## src/hdl/pmtf_pkg.sv

```systemverilog
package pmtf_pkg;

  // Geometry of the address space and the page table.
  localparam int unsigned ADDR_W       = 16;
  localparam int unsigned PAGE_SHIFT   = 8;
  localparam int unsigned VIRT_PAGES   = 256;
  localparam int unsigned PHYS_PAGES   = 64;
  localparam int unsigned PINNED_PAGES = 2;
  localparam int unsigned VP_W         = $clog2(VIRT_PAGES);
  localparam int unsigned FR_W         = $clog2(PHYS_PAGES);
  localparam int unsigned PAGE_W       = 8;
  localparam int unsigned FRAME_W      = 6;
  localparam int unsigned OLDEST_INIT  = 2;

  // Configuration register indexes.
  localparam int unsigned CFG_IDX_W     = 2;
  localparam int unsigned CFG_DATA_W    = 16;
  localparam logic [CFG_IDX_W-1:0] CFG_PAGING_EN = 2'd0;
  localparam logic [CFG_IDX_W-1:0] CFG_BANK_BASE = 2'd1;
  localparam logic [CFG_IDX_W-1:0] CFG_MEM_OFFS  = 2'd2;

  // Result kinds the controller asks the datapath to produce.
  localparam int unsigned EMIT_W = 3;
  localparam logic [EMIT_W-1:0] EMIT_NONE   = 3'd0;
  localparam logic [EMIT_W-1:0] EMIT_DIRECT = 3'd1;
  localparam logic [EMIT_W-1:0] EMIT_HIT    = 3'd2;
  localparam logic [EMIT_W-1:0] EMIT_NOFIND = 3'd3;
  localparam logic [EMIT_W-1:0] EMIT_EVICT  = 3'd4;

  typedef struct packed {
    logic              req_type;
    logic [ADDR_W-1:0] req_addr;
  } req_t;

  typedef struct packed {
    logic [ADDR_W-1:0]  phys_addr;
    logic               hit;
    logic               write_back;
    logic [PAGE_W-1:0]  victim_page;
    logic [PAGE_W-1:0]  load_page;
    logic [FRAME_W-1:0] frame;
  } rsp_t;

  // Commands from the controller to the datapath.
  typedef struct packed {
    logic              accept;
    logic              scan_start;
    logic              rd_load;
    logic              scan_adv;
    logic [EMIT_W-1:0] emit;
  } cmd_t;

  // Status from the datapath to the controller.
  typedef struct packed {
    logic paging_en;
    logic res_hit;
    logic found;
    logic last;
    logic out_free;
  } sts_t;

endpackage

```

## src/hdl/pmtf_ctrl.sv

```systemverilog
module pmtf_ctrl
  import pmtf_pkg::*;
(
  input  logic clk_i,
  input  logic rst_ni,
  input  logic in_valid_i,
  output logic in_ready_o,
  input  sts_t sts_i,
  output cmd_t cmd_o
);

  localparam logic [1:0] ST_IDLE  = 2'd0;
  localparam logic [1:0] ST_LOOK  = 2'd1;
  localparam logic [1:0] ST_SCAN  = 2'd2;
  localparam logic [1:0] ST_EVICT = 2'd3;

  logic [1:0] state_q, state_d;

  // Next state and command decode.
  always_comb begin
    state_d    = state_q;
    in_ready_o = 1'b0;
    cmd_o      = '0;
    cmd_o.emit = EMIT_NONE;
    case (state_q)
      ST_IDLE: begin
        in_ready_o = 1'b1;
        if (in_valid_i) begin
          cmd_o.accept  = 1'b1;
          cmd_o.rd_load = 1'b1;
          state_d       = ST_LOOK;
        end
      end
      ST_LOOK: begin
        if (!sts_i.paging_en) begin
          if (sts_i.out_free) begin
            cmd_o.emit = EMIT_DIRECT;
            state_d    = ST_IDLE;
          end
        end else if (sts_i.res_hit) begin
          if (sts_i.out_free) begin
            cmd_o.emit = EMIT_HIT;
            state_d    = ST_IDLE;
          end
        end else begin
          cmd_o.scan_start = 1'b1;
          state_d          = ST_SCAN;
        end
      end
      ST_SCAN: begin
        cmd_o.rd_load = 1'b1;
        if (sts_i.found) begin
          state_d = ST_EVICT;
        end else if (sts_i.last) begin
          // A full turn found nothing to evict.
          if (sts_i.out_free) begin
            cmd_o.emit = EMIT_NOFIND;
            state_d    = ST_IDLE;
          end
        end else begin
          cmd_o.scan_adv = 1'b1;
        end
      end
      ST_EVICT: begin
        if (sts_i.out_free) begin
          cmd_o.emit = EMIT_EVICT;
          state_d    = ST_IDLE;
        end
      end
      default: begin
        state_d = ST_IDLE;
      end
    endcase
  end

  // State register.
  always_ff @(posedge clk_i or negedge rst_ni) begin
    if (!rst_ni) begin
      state_q <= ST_IDLE;
    end else begin
      state_q <= state_d;
    end
  end

endmodule

```

## src/hdl/pmtf_dp.sv

```systemverilog
module pmtf_dp
  import pmtf_pkg::*;
(
  input  logic                  clk_i,
  input  logic                  rst_ni,
  input  req_t                  in_req_i,
  input  logic                  cfg_we_i,
  input  logic [CFG_IDX_W-1:0]  cfg_idx_i,
  input  logic [CFG_DATA_W-1:0] cfg_data_i,
  input  logic                  out_ready_i,
  output logic                  out_valid_o,
  output rsp_t                  out_rsp_o,
  input  cmd_t                  cmd_i,
  output sts_t                  sts_o
);

  // Configuration registers.
  logic              paging_en_q;
  logic [ADDR_W-1:0] bank_base_q;
  logic [ADDR_W-1:0] mem_offs_q;

  // Page table state.
  logic [VIRT_PAGES-1:0] resident_q;
  logic [VIRT_PAGES-1:0] written_q;
  logic [PHYS_PAGES-1:0] dirty_q;
  logic [FR_W-1:0]       frame_mem [VIRT_PAGES];
  logic [VP_W-1:0]       oldest_q;

  // Request being worked on.
  logic [ADDR_W-1:0] phy_q;
  logic              wr_q;
  logic [VP_W-1:0]   vp_q;
  logic              res_hit_q;

  // Frame table read port and victim scan.
  logic [FR_W-1:0] mem_rd_q;
  logic            wr_rd_q;
  logic [VP_W-1:0] rd_addr_q;
  logic [VP_W-1:0] scan_ptr_q;
  logic [VP_W-1:0] scan_cnt_q;

  // Output register.
  logic out_valid_q;
  rsp_t out_q;

  logic [ADDR_W-1:0] addr_in;
  logic [VP_W-1:0]   vp_in;
  logic [VP_W-1:0]   rd_addr;
  logic [FR_W-1:0]   frame_rd;
  logic [ADDR_W-1:0] phys_paged;
  logic              out_free;
  logic              emit;
  rsp_t              rsp_d;

  // Address translation into machine space and the virtual page index.
  assign addr_in = mem_offs_q + in_req_i.req_addr - bank_base_q;
  assign vp_in   = addr_in[PAGE_SHIFT +: VP_W];

  // The table is read at the requested page on accept, at the scan pointer otherwise.
  assign rd_addr  = cmd_i.accept ? vp_in : scan_ptr_q;
  assign frame_rd = wr_rd_q ? mem_rd_q : rd_addr_q[FR_W-1:0];

  assign phys_paged = (ADDR_W'(frame_rd) << PAGE_SHIFT)
                    | (phy_q & ADDR_W'((1 << PAGE_SHIFT) - 1));

  assign out_free = !out_valid_q || out_ready_i;
  assign emit     = (cmd_i.emit != EMIT_NONE);

  assign sts_o.paging_en = paging_en_q;
  assign sts_o.res_hit   = res_hit_q;
  assign sts_o.found     = resident_q[scan_ptr_q]
                        && (scan_ptr_q >= VP_W'(PINNED_PAGES));
  assign sts_o.last      = (scan_cnt_q == VP_W'(VIRT_PAGES - 1));
  assign sts_o.out_free  = out_free;

  assign out_valid_o = out_valid_q;
  assign out_rsp_o   = out_q;

  // Result formatting for each kind.
  always_comb begin
    rsp_d = '0;
    case (cmd_i.emit)
      EMIT_DIRECT: begin
        rsp_d.phys_addr = phy_q;
        rsp_d.hit       = 1'b1;
      end
      EMIT_HIT: begin
        rsp_d.phys_addr = phys_paged;
        rsp_d.hit       = 1'b1;
        rsp_d.frame     = FRAME_W'(frame_rd);
      end
      EMIT_NOFIND: begin
        rsp_d.phys_addr = phy_q;
      end
      EMIT_EVICT: begin
        rsp_d.phys_addr   = phys_paged;
        rsp_d.write_back  = dirty_q[frame_rd];
        rsp_d.victim_page = PAGE_W'(scan_ptr_q);
        rsp_d.load_page   = PAGE_W'(vp_q);
        rsp_d.frame       = FRAME_W'(frame_rd);
      end
      default: begin
        rsp_d = '0;
      end
    endcase
  end

  // Configuration writes.
  always_ff @(posedge clk_i or negedge rst_ni) begin
    if (!rst_ni) begin
      paging_en_q <= 1'b0;
      bank_base_q <= '0;
      mem_offs_q  <= '0;
    end else if (cfg_we_i) begin
      case (cfg_idx_i)
        CFG_PAGING_EN: paging_en_q <= cfg_data_i[0];
        CFG_BANK_BASE: bank_base_q <= cfg_data_i[ADDR_W-1:0];
        CFG_MEM_OFFS:  mem_offs_q  <= cfg_data_i[ADDR_W-1:0];
        default: begin
        end
      endcase
    end
  end

  // Request capture.
  always_ff @(posedge clk_i) begin
    if (cmd_i.accept) begin
      phy_q     <= addr_in;
      wr_q      <= in_req_i.req_type;
      vp_q      <= vp_in;
      res_hit_q <= resident_q[vp_in];
    end
  end

  // Frame table memory with registered read.
  always_ff @(posedge clk_i) begin
    if (cmd_i.emit == EMIT_EVICT) begin
      frame_mem[vp_q] <= frame_rd;
    end
    if (cmd_i.rd_load) begin
      mem_rd_q  <= frame_mem[rd_addr];
      wr_rd_q   <= written_q[rd_addr];
      rd_addr_q <= rd_addr;
    end
  end

  // Victim scan pointer and counter.
  always_ff @(posedge clk_i) begin
    if (cmd_i.scan_start) begin
      scan_ptr_q <= oldest_q;
      scan_cnt_q <= '0;
    end else if (cmd_i.scan_adv) begin
      scan_ptr_q <= scan_ptr_q + 1'b1;
      scan_cnt_q <= scan_cnt_q + 1'b1;
    end
  end

  // Residency, written marks, dirty bits and the FIFO pointer.
  always_ff @(posedge clk_i or negedge rst_ni) begin
    if (!rst_ni) begin
      for (int i = 0; i < VIRT_PAGES; i++) begin
        resident_q[i] <= (i < PHYS_PAGES);
      end
      written_q <= '0;
      dirty_q   <= '0;
      oldest_q  <= VP_W'(OLDEST_INIT);
    end else begin
      if (cmd_i.emit == EMIT_HIT && wr_q) begin
        dirty_q[frame_rd] <= 1'b1;
      end
      if (cmd_i.emit == EMIT_EVICT) begin
        resident_q[scan_ptr_q] <= 1'b0;
        resident_q[vp_q]       <= 1'b1;
        written_q[vp_q]        <= 1'b1;
        dirty_q[frame_rd]      <= wr_q;
        oldest_q               <= scan_ptr_q + 1'b1;
      end
    end
  end

  // Output register.
  always_ff @(posedge clk_i or negedge rst_ni) begin
    if (!rst_ni) begin
      out_valid_q <= 1'b0;
    end else if (emit) begin
      out_valid_q <= 1'b1;
    end else if (out_ready_i) begin
      out_valid_q <= 1'b0;
    end
  end

  always_ff @(posedge clk_i) begin
    if (emit) begin
      out_q <= rsp_d;
    end
  end

endmodule

```

## src/hdl/paged_memory_translation_fifo.sv

```systemverilog
// Channel   Handshake                   Payload
// request   in_valid_i / in_ready_o     in_req_i   (req_t)
// result    out_valid_o / out_ready_i   out_rsp_o  (rsp_t)
// config    cfg_we_i                    cfg_idx_i, cfg_data_i
//
// A request with paging off or a resident page is accepted, then looked up.
// A miss adds a victim scan, one page per cycle from the FIFO pointer, then a read of
// the victim's frame if the scan finds a victim.
// A new request is accepted while a finished result still waits in the output register.
// Reset restores the page table at once through per-page residency and written bits.
module paged_memory_translation_fifo
  import pmtf_pkg::*;
(
  input  logic                  clk_i,
  input  logic                  rst_ni,
  input  logic                  in_valid_i,
  output logic                  in_ready_o,
  input  req_t                  in_req_i,
  output logic                  out_valid_o,
  input  logic                  out_ready_i,
  output rsp_t                  out_rsp_o,
  input  logic                  cfg_we_i,
  input  logic [CFG_IDX_W-1:0]  cfg_idx_i,
  input  logic [CFG_DATA_W-1:0] cfg_data_i
);

  cmd_t cmd;
  sts_t sts;

  // Sequencing of lookup, victim scan and eviction.
  pmtf_ctrl u_ctrl (
    .clk_i      (clk_i),
    .rst_ni     (rst_ni),
    .in_valid_i (in_valid_i),
    .in_ready_o (in_ready_o),
    .sts_i      (sts),
    .cmd_o      (cmd)
  );

  // Page table, frame memory and result register.
  pmtf_dp u_dp (
    .clk_i       (clk_i),
    .rst_ni      (rst_ni),
    .in_req_i    (in_req_i),
    .cfg_we_i    (cfg_we_i),
    .cfg_idx_i   (cfg_idx_i),
    .cfg_data_i  (cfg_data_i),
    .out_ready_i (out_ready_i),
    .out_valid_o (out_valid_o),
    .out_rsp_o   (out_rsp_o),
    .cmd_i       (cmd),
    .sts_o       (sts)
  );

endmodule
```

## config.mk

```make
export PLATFORM = sky130hd
export DESIGN_NAME = paged_memory_translation_fifo
export DESIGN_NICKNAME = d
export VERILOG_FILES = /design/src/hdl/pmtf_pkg.sv /design/src/hdl/pmtf_ctrl.sv /design/src/hdl/pmtf_dp.sv /design/src/hdl/paged_memory_translation_fifo.sv
export SDC_FILE = /design/constraint.sdc
export NUM_CORES = 2
export LEC_CHECK = 0
export BUFFER_PORTS_ARGS = -buffer_cell sky130_fd_sc_hd__buf_2
export CAP_MARGIN = 0
export CORE_UTILIZATION = 30
export DETAILED_ROUTE_END_ITERATION = 12
export GPL_TIMING_DRIVEN = 1
export SYNTH_ARGS = -nofsm -noshare
export SYNTH_HDL_FRONTEND = slang
export SYNTH_HIERARCHICAL = 1
export SYNTH_SLANG_ARGS = --single-unit
```

## constraint.sdc

```tcl
create_clock -name clk_i -period 7.2 [get_ports clk_i]
set_input_delay 0.72 -clock clk_i [delete_from_list [all_inputs] [get_ports clk_i]]
set_output_delay 0.72 -clock clk_i [all_outputs]
set_load 0.02 [all_outputs]
```

### Word level (Yosys, flattened, before mapping)

Memories as Yosys holds them, arrays and structs flattened. A register that Yosys moved wholly into a read port is not among the register bits.
Cells that the tools add are included.

* add/sub/neg operators: 4
* $lt $le $gt $ge: 9
* equal/unequal tests: 12
* muxes and demuxes: 52
* bitwise gates (word level): 6
* reduce and logical (&&, ||, !) cells: 19

Operator list (number)
* 256-bit OR: 2
* 256-bit bitwise AND: 1
* 256-bit NOT: 1
* 64-bit two-way mux: 2
* 64-bit bitwise mux: 1
* 64-bit OR: 1
* 8-bit by 9-bit less-than comparator with 1-bit output, second input constant: 4
* 16-bit case mux with 2 select lines: 1
* 1-bit binary-select mux with 8-bit select: 3
* 8-bit two-way mux: 3
* 1-bit two-way mux: 21
* 2-bit two-way mux: 9
* 16-bit adder: 1
* 8-bit by 1-bit adder with 8-bit output, second input constant: 2
* 1-bit demux with 8-bit select: 2
* 8-bit by 1-bit >= comparator with 1-bit output, second input constant: 2
* 16-bit subtractor: 1
* 14-bit by 8-bit OR with 14-bit output: 1
* 3-bit two-way mux: 3
* 3-bit case mux with 3 select lines: 1
* 8-bit equality test, second input constant: 1
* 8-bit by 2-bit >= comparator with 1-bit output, second input constant: 1
* 2-bit case mux with 4 select lines: 1
* 2-bit AND reduction: 4
* other kinds (21): 33

* register bits: 709
* memory bits (writable): 1536
* input port bits: 40
* output and inout port bits: 42
* logic and storage cells: 126
* memories: 1

Memory list
* u_dp.frame_mem: words 256, bits a word 6, rd ports 1, clocked after memory_dff 1, write ports 1, RTL line pmtf_dp.sv:26 `logic [FR_W-1:0] frame_mem [VIRT_PAGES];`

### Logic depth before layout (Yosys ltp)

* depth in word-level cells: 11
* gate-level depth with buffers: 22
* mapped depth without buffers: 17

### By module

Netlist, hierarchy kept.

By module, submodules not included
* pmtf_dp: times used 1, cells each 8011, area each 98889.8 sq um, seq. area each 64202.8 sq um
* pmtf_ctrl: times used 1, cells each 24, area each 214.0 sq um, seq. area each 50.0 sq um

### Worst setup path after synthesis

No wires, ideal clock.

* kind: flip-flop to flip-flop
* start: register u_dp.scan_ptr_q[0]
* end: register u_dp.written_q[102]
* setup time: 0.127 ns
* data arrival time: 5.351 ns
* data required time: 7.073 ns
* setup slack: 1.722 ns
* stages on the path, launching flop included: 21
* path buffers: 6
* clock period less this slack: 5.478 ns
* cells stage by stage: edfxtp_1 buf_2 buf_2 buf_2 mux4_2 mux4_2 a22o_1 mux4_2 a311oi_1 nor2_1 nor3b_2 nand2_1 a21boi_1 nor2_1 and2_1 clkbuf_1 clkbuf_1 nand3_1 clkbuf_1 nor2_1 or2_2

RTL lines
* start, declared: RTL line pmtf_dp.sv:39 `logic [VP_W-1:0] scan_ptr_q;`
* start signal, assigned: RTL line pmtf_dp.sv:150 `scan_ptr_q <= oldest_q;`
* start signal, assigned: RTL line pmtf_dp.sv:153 `scan_ptr_q <= scan_ptr_q + 1'b1;`
* end signal, assigned: RTL line pmtf_dp.sv:164 `written_q <= '0;`
* end signal, assigned by index: RTL line pmtf_dp.sv:174 `written_q[vp_q] <= 1'b1;`
* end, declared: RTL line pmtf_dp.sv:24 `logic [VIRT_PAGES-1:0] written_q;`

### Final worst setup path

* start: register u_dp.bank_base_q[8]
* end: register u_dp.mem_rd_q[3], read port of u_dp.frame_mem, data pin

* word-level cells in the longest chain between the ends: 2

Ends and longest elaborated chain
* start, declared: RTL line pmtf_dp.sv:19 `logic [ADDR_W-1:0] bank_base_q;`
* start signal, assigned: RTL line pmtf_dp.sv:117 `CFG_BANK_BASE: bank_base_q <= cfg_data_i[ADDR_W-1:0];`
* 16-bit subtractor: RTL line pmtf_dp.sv:56 `assign addr_in = mem_offs_q + in_req_i.req_addr - bank_base_q;`
* 8-bit two-way mux: RTL line pmtf_dp.sv:60 `assign rd_addr = cmd_i.accept ? vp_in : scan_ptr_q;`
* end, declared: RTL line pmtf_dp.sv:36 `logic [FR_W-1:0] mem_rd_q;`

Every way passes these cells.
A chain may end at the register's enable or synchronous reset.

==> impl_metrics.toml <==
[clock_tree]
cts.sink_count = 2243
cts_tree = "built"
clkLatencyLatePin_ps = 940
numCtsBuffers = 227
path_clk_slew_ps = 60
cts_root_buf = "clkbuf_16"
cts_setup_buffers = 0
clockBufferDepth = 3
htreeDepth = 4

[timing]
fin_skew_ps = 115
finalSetupViolations = 1
final-hold-violation-count = 0
period_needed_ps = 7330
drv_slew = 0
rsz0062_at_grt = "false"
slew_headroom_pct = 0.541
hold_ws_ps = 75.2
final.setup.tns_ps = -131
worst_slew_pin_slew_ps = 1490
max_freq_mhz = 136
period_share_pct = 102
setup_ws_ps = -131

[floorplan]
core-area_um2 = 328000
rows = 210
fp.dieH_um = 577
die_area_um2 = 333000
fp.dieW_um = 577
start_util_pct = 30.2
io_pins = 82

[placed_design]
io_buffers = 81
hpwl_mm = 247
postPlaceCellArea_um2 = 105000
dp_cells = 12200
place_ws_ps = -410
place.gp.congestion = 0.952

[logic_synthesis]
syn_area_um2 = 99100
synth_cell_types = 111
yosysTopAreaCell = "edfxtp_1"
synth-seq-cells = 2243
synth_seq_area_share_pct = 64.8
synthTopCellsByArea = "edfxtp_1, dfrtp_1, nand2_1, o21ai_0, mux4_2"
synthFlopType = "edfxtp_1"
yosys.area.top_type_share_pct = 48.9
syn-num-nets = 8111
ys.warnings.count = 6
syn_avg_cell_area_um2 = 12.3
postSynthCellCount = 8035
async_reset_ff_share_pct = 27.6
synth_edf_count = 1615

[layout]
drive_gt1_share_pct = 17.4
final_common_cell = "edfxtp_1"
synthToLayoutAreaGrowth_pct = 14.3
area.sequential_um2 = 64300
fin_util_pct = 34.5
mostFrequentLayoutCells = "edfxtp_1, nand2_1, o21ai_0"
fin_area_um2 = 113000
nets = 8157
nFillCells = 31800
fin_cells = 12700
multiInputGateArea_um2 = 31800

[route]
drc = 0
dr.pass1.iters = 7
ant_nets = 0
wl_per_cell_um = 30.8
vias = 74700
vias_per_cell = 5.91
routed_wl_mm = 390
drt_iter0_markers = 12200

[outcome]
failed_checks = "capacitance limit, setup timing"
status = "finished, violations left"

[grt]
grt.total_usage_pct = 22.8
first_global_vias = 71200
antenna_found_initial = 26
grt_pass1_wl_mm = 547
globalRouteOverflowTotal = 0
grt_max_degree = 162

[critical_path]
arrival_ps = 7860
worstRegToRegCells = 15
cp-end-kind = "flop"
worstPathRequired_ps = 7730
path_class = "flop to flop"
max_stage_delay_ps = 1100
cp_common_cell = "buf_4"
r2r_setup_slack_ps = -130
start_kind = "flop"
crit_path_max_fanout = 20
critical_path.cell_chain = "fa_1, inv_1, ha_1, a21oi_1, o21a_1, nand2_1, mux2_2, buf_4, a211oi_2, buf_4, a32o_1, nor4_1, or3_1, o32ai_1, a32oi_1"
slowest_stage = "o32ai_1"

[power]
power.total_mw = 59.0
leakagePower_nw = 41.0
p_per_area_nw_per_um2 = 521
ir_worst_vdd_mv = 0.585

[min_path]
hold_class = "input port to flop"
hold_path_depth = 2

[job]
drv_cap = 1
registers in the layout, indices dropped and copies added, names as in the netlist, 2 cells and up, named ones only:
signal / flops
u_ctrl/state_q: 2
u_dp/bank_base_q: 16
u_dp/dirty_q: 63
u_dp/frame_mem: 1536
u_dp/mem_offs_q: 16
u_dp/mem_rd_q: 6
u_dp/oldest_q: 8
u_dp/out_rsp_o: 40
u_dp/phy_q: 16
u_dp/rd_addr_q: 6
u_dp/resident_q: 256
u_dp/scan_cnt_q: 8
u_dp/scan_ptr_q: 8
u_dp/written_q: 256
critical path: cells and delay by family (launching register included):
kind | cells | cell delay [ps]
and+or+nand+nor | 3 | 730
adders and majority gates | 2 | 930
buffers and inverters | 3 | 890
AOI/OAI and AO/OA | 6 | 3560
muxes | 1 | 440
DFF | 1 | 400
cell families after synthesis:
family	after synthesis	synth area share [%]
adders and majority gates	36	0.568
AOI/OAI and AO/OA	1932	12.3
buffers and inverters	702	3.38
DFF	2243	64.8
xor gates and xnor gates	26	0.230
and+or+nand+nor	2603	11.9
muxes	493	6.77
report_power, final:
group	switching [mW]	leakage (nW)	internal [mW]
sequential	0.697	22.9	17.1
clock	5.33	3.69	6.82
combinational	21.7	14.4	7.37
synthesized netlist by cell type (16+ instances only):
cell and number:
a211oi_1 61, buf_6 29, mux2_2 91, o31ai_1 59, nand3_1 387, dfstp_2 65, nor2b_1 16, or2_2 270
a22oi_1 57, ha_1 21, a32oi_1 30, nand4_1 35, o221ai_1 28, a221o_1 27, o211ai_1 31, and3_1 111
buf_1 34, a31oi_1 128, o21ai_0 641, a21oi_1 446, o22ai_1 67, a21o_1 18, edfxtp_1 1615, clkbuf_1 283
inv_1 81, nor3_1 44, nand2_1 1162, a2111oi_0 19, nor4_1 26, a311oi_1 35, buf_4 41, buf_2 217
or3_1 16, mux4_2 131, dfrtp_1 555, nor2_1 462, mux2i_1 268, a221oi_1 106
cell type report:
type                       instances  area share, %
antenna                           27         0.0596
clock buffer                     325           5.60
clock inverter                   108           1.18
inverter                          93          0.371
multi-input combinational       5090           28.1
sequential                      2243           56.7
tap                             4346           4.80
timing repair buffer             426           3.21
routing by layer:
| metal | GRT usage, % | routed length (µm) | vias up |
|---|---|---|---|
| met3 | 7.31 | 53500 | 1145 |
| met1 | 29.9 | 146000 | 37700 |
| met4 | 11.8 | 22700 | 22 |
| met2 | 33.5 | 167000 | 5753 |
| met5 | 0 | 145 | - |
| li1 | - | - | 30200 |
final timing paths:
check / from / endpoint
setup / recovery: u_dp/bank_base_q[8] / u_dp/mem_rd_q[3]
hold / removal: cfg_data_i[0] / u_dp/mem_offs_q[0]
setup reg to reg: u_dp/bank_base_q[8] / u_dp/mem_rd_q[3]
hold reg to reg: u_dp/written_q[193] / u_dp/written_q[193]
max in group asynchronous: rst_ni / u_dp/written_q[128]
min in group asynchronous: rst_ni / u_dp/resident_q[234]
timing repair:
item	in CTS	in global routing
endpoints found under the hold margin	50	0
setup endpoints to repair	0	1
gates resized for setup	0	1
hold buffers	2	0
(Power assumes the default switching activity.)
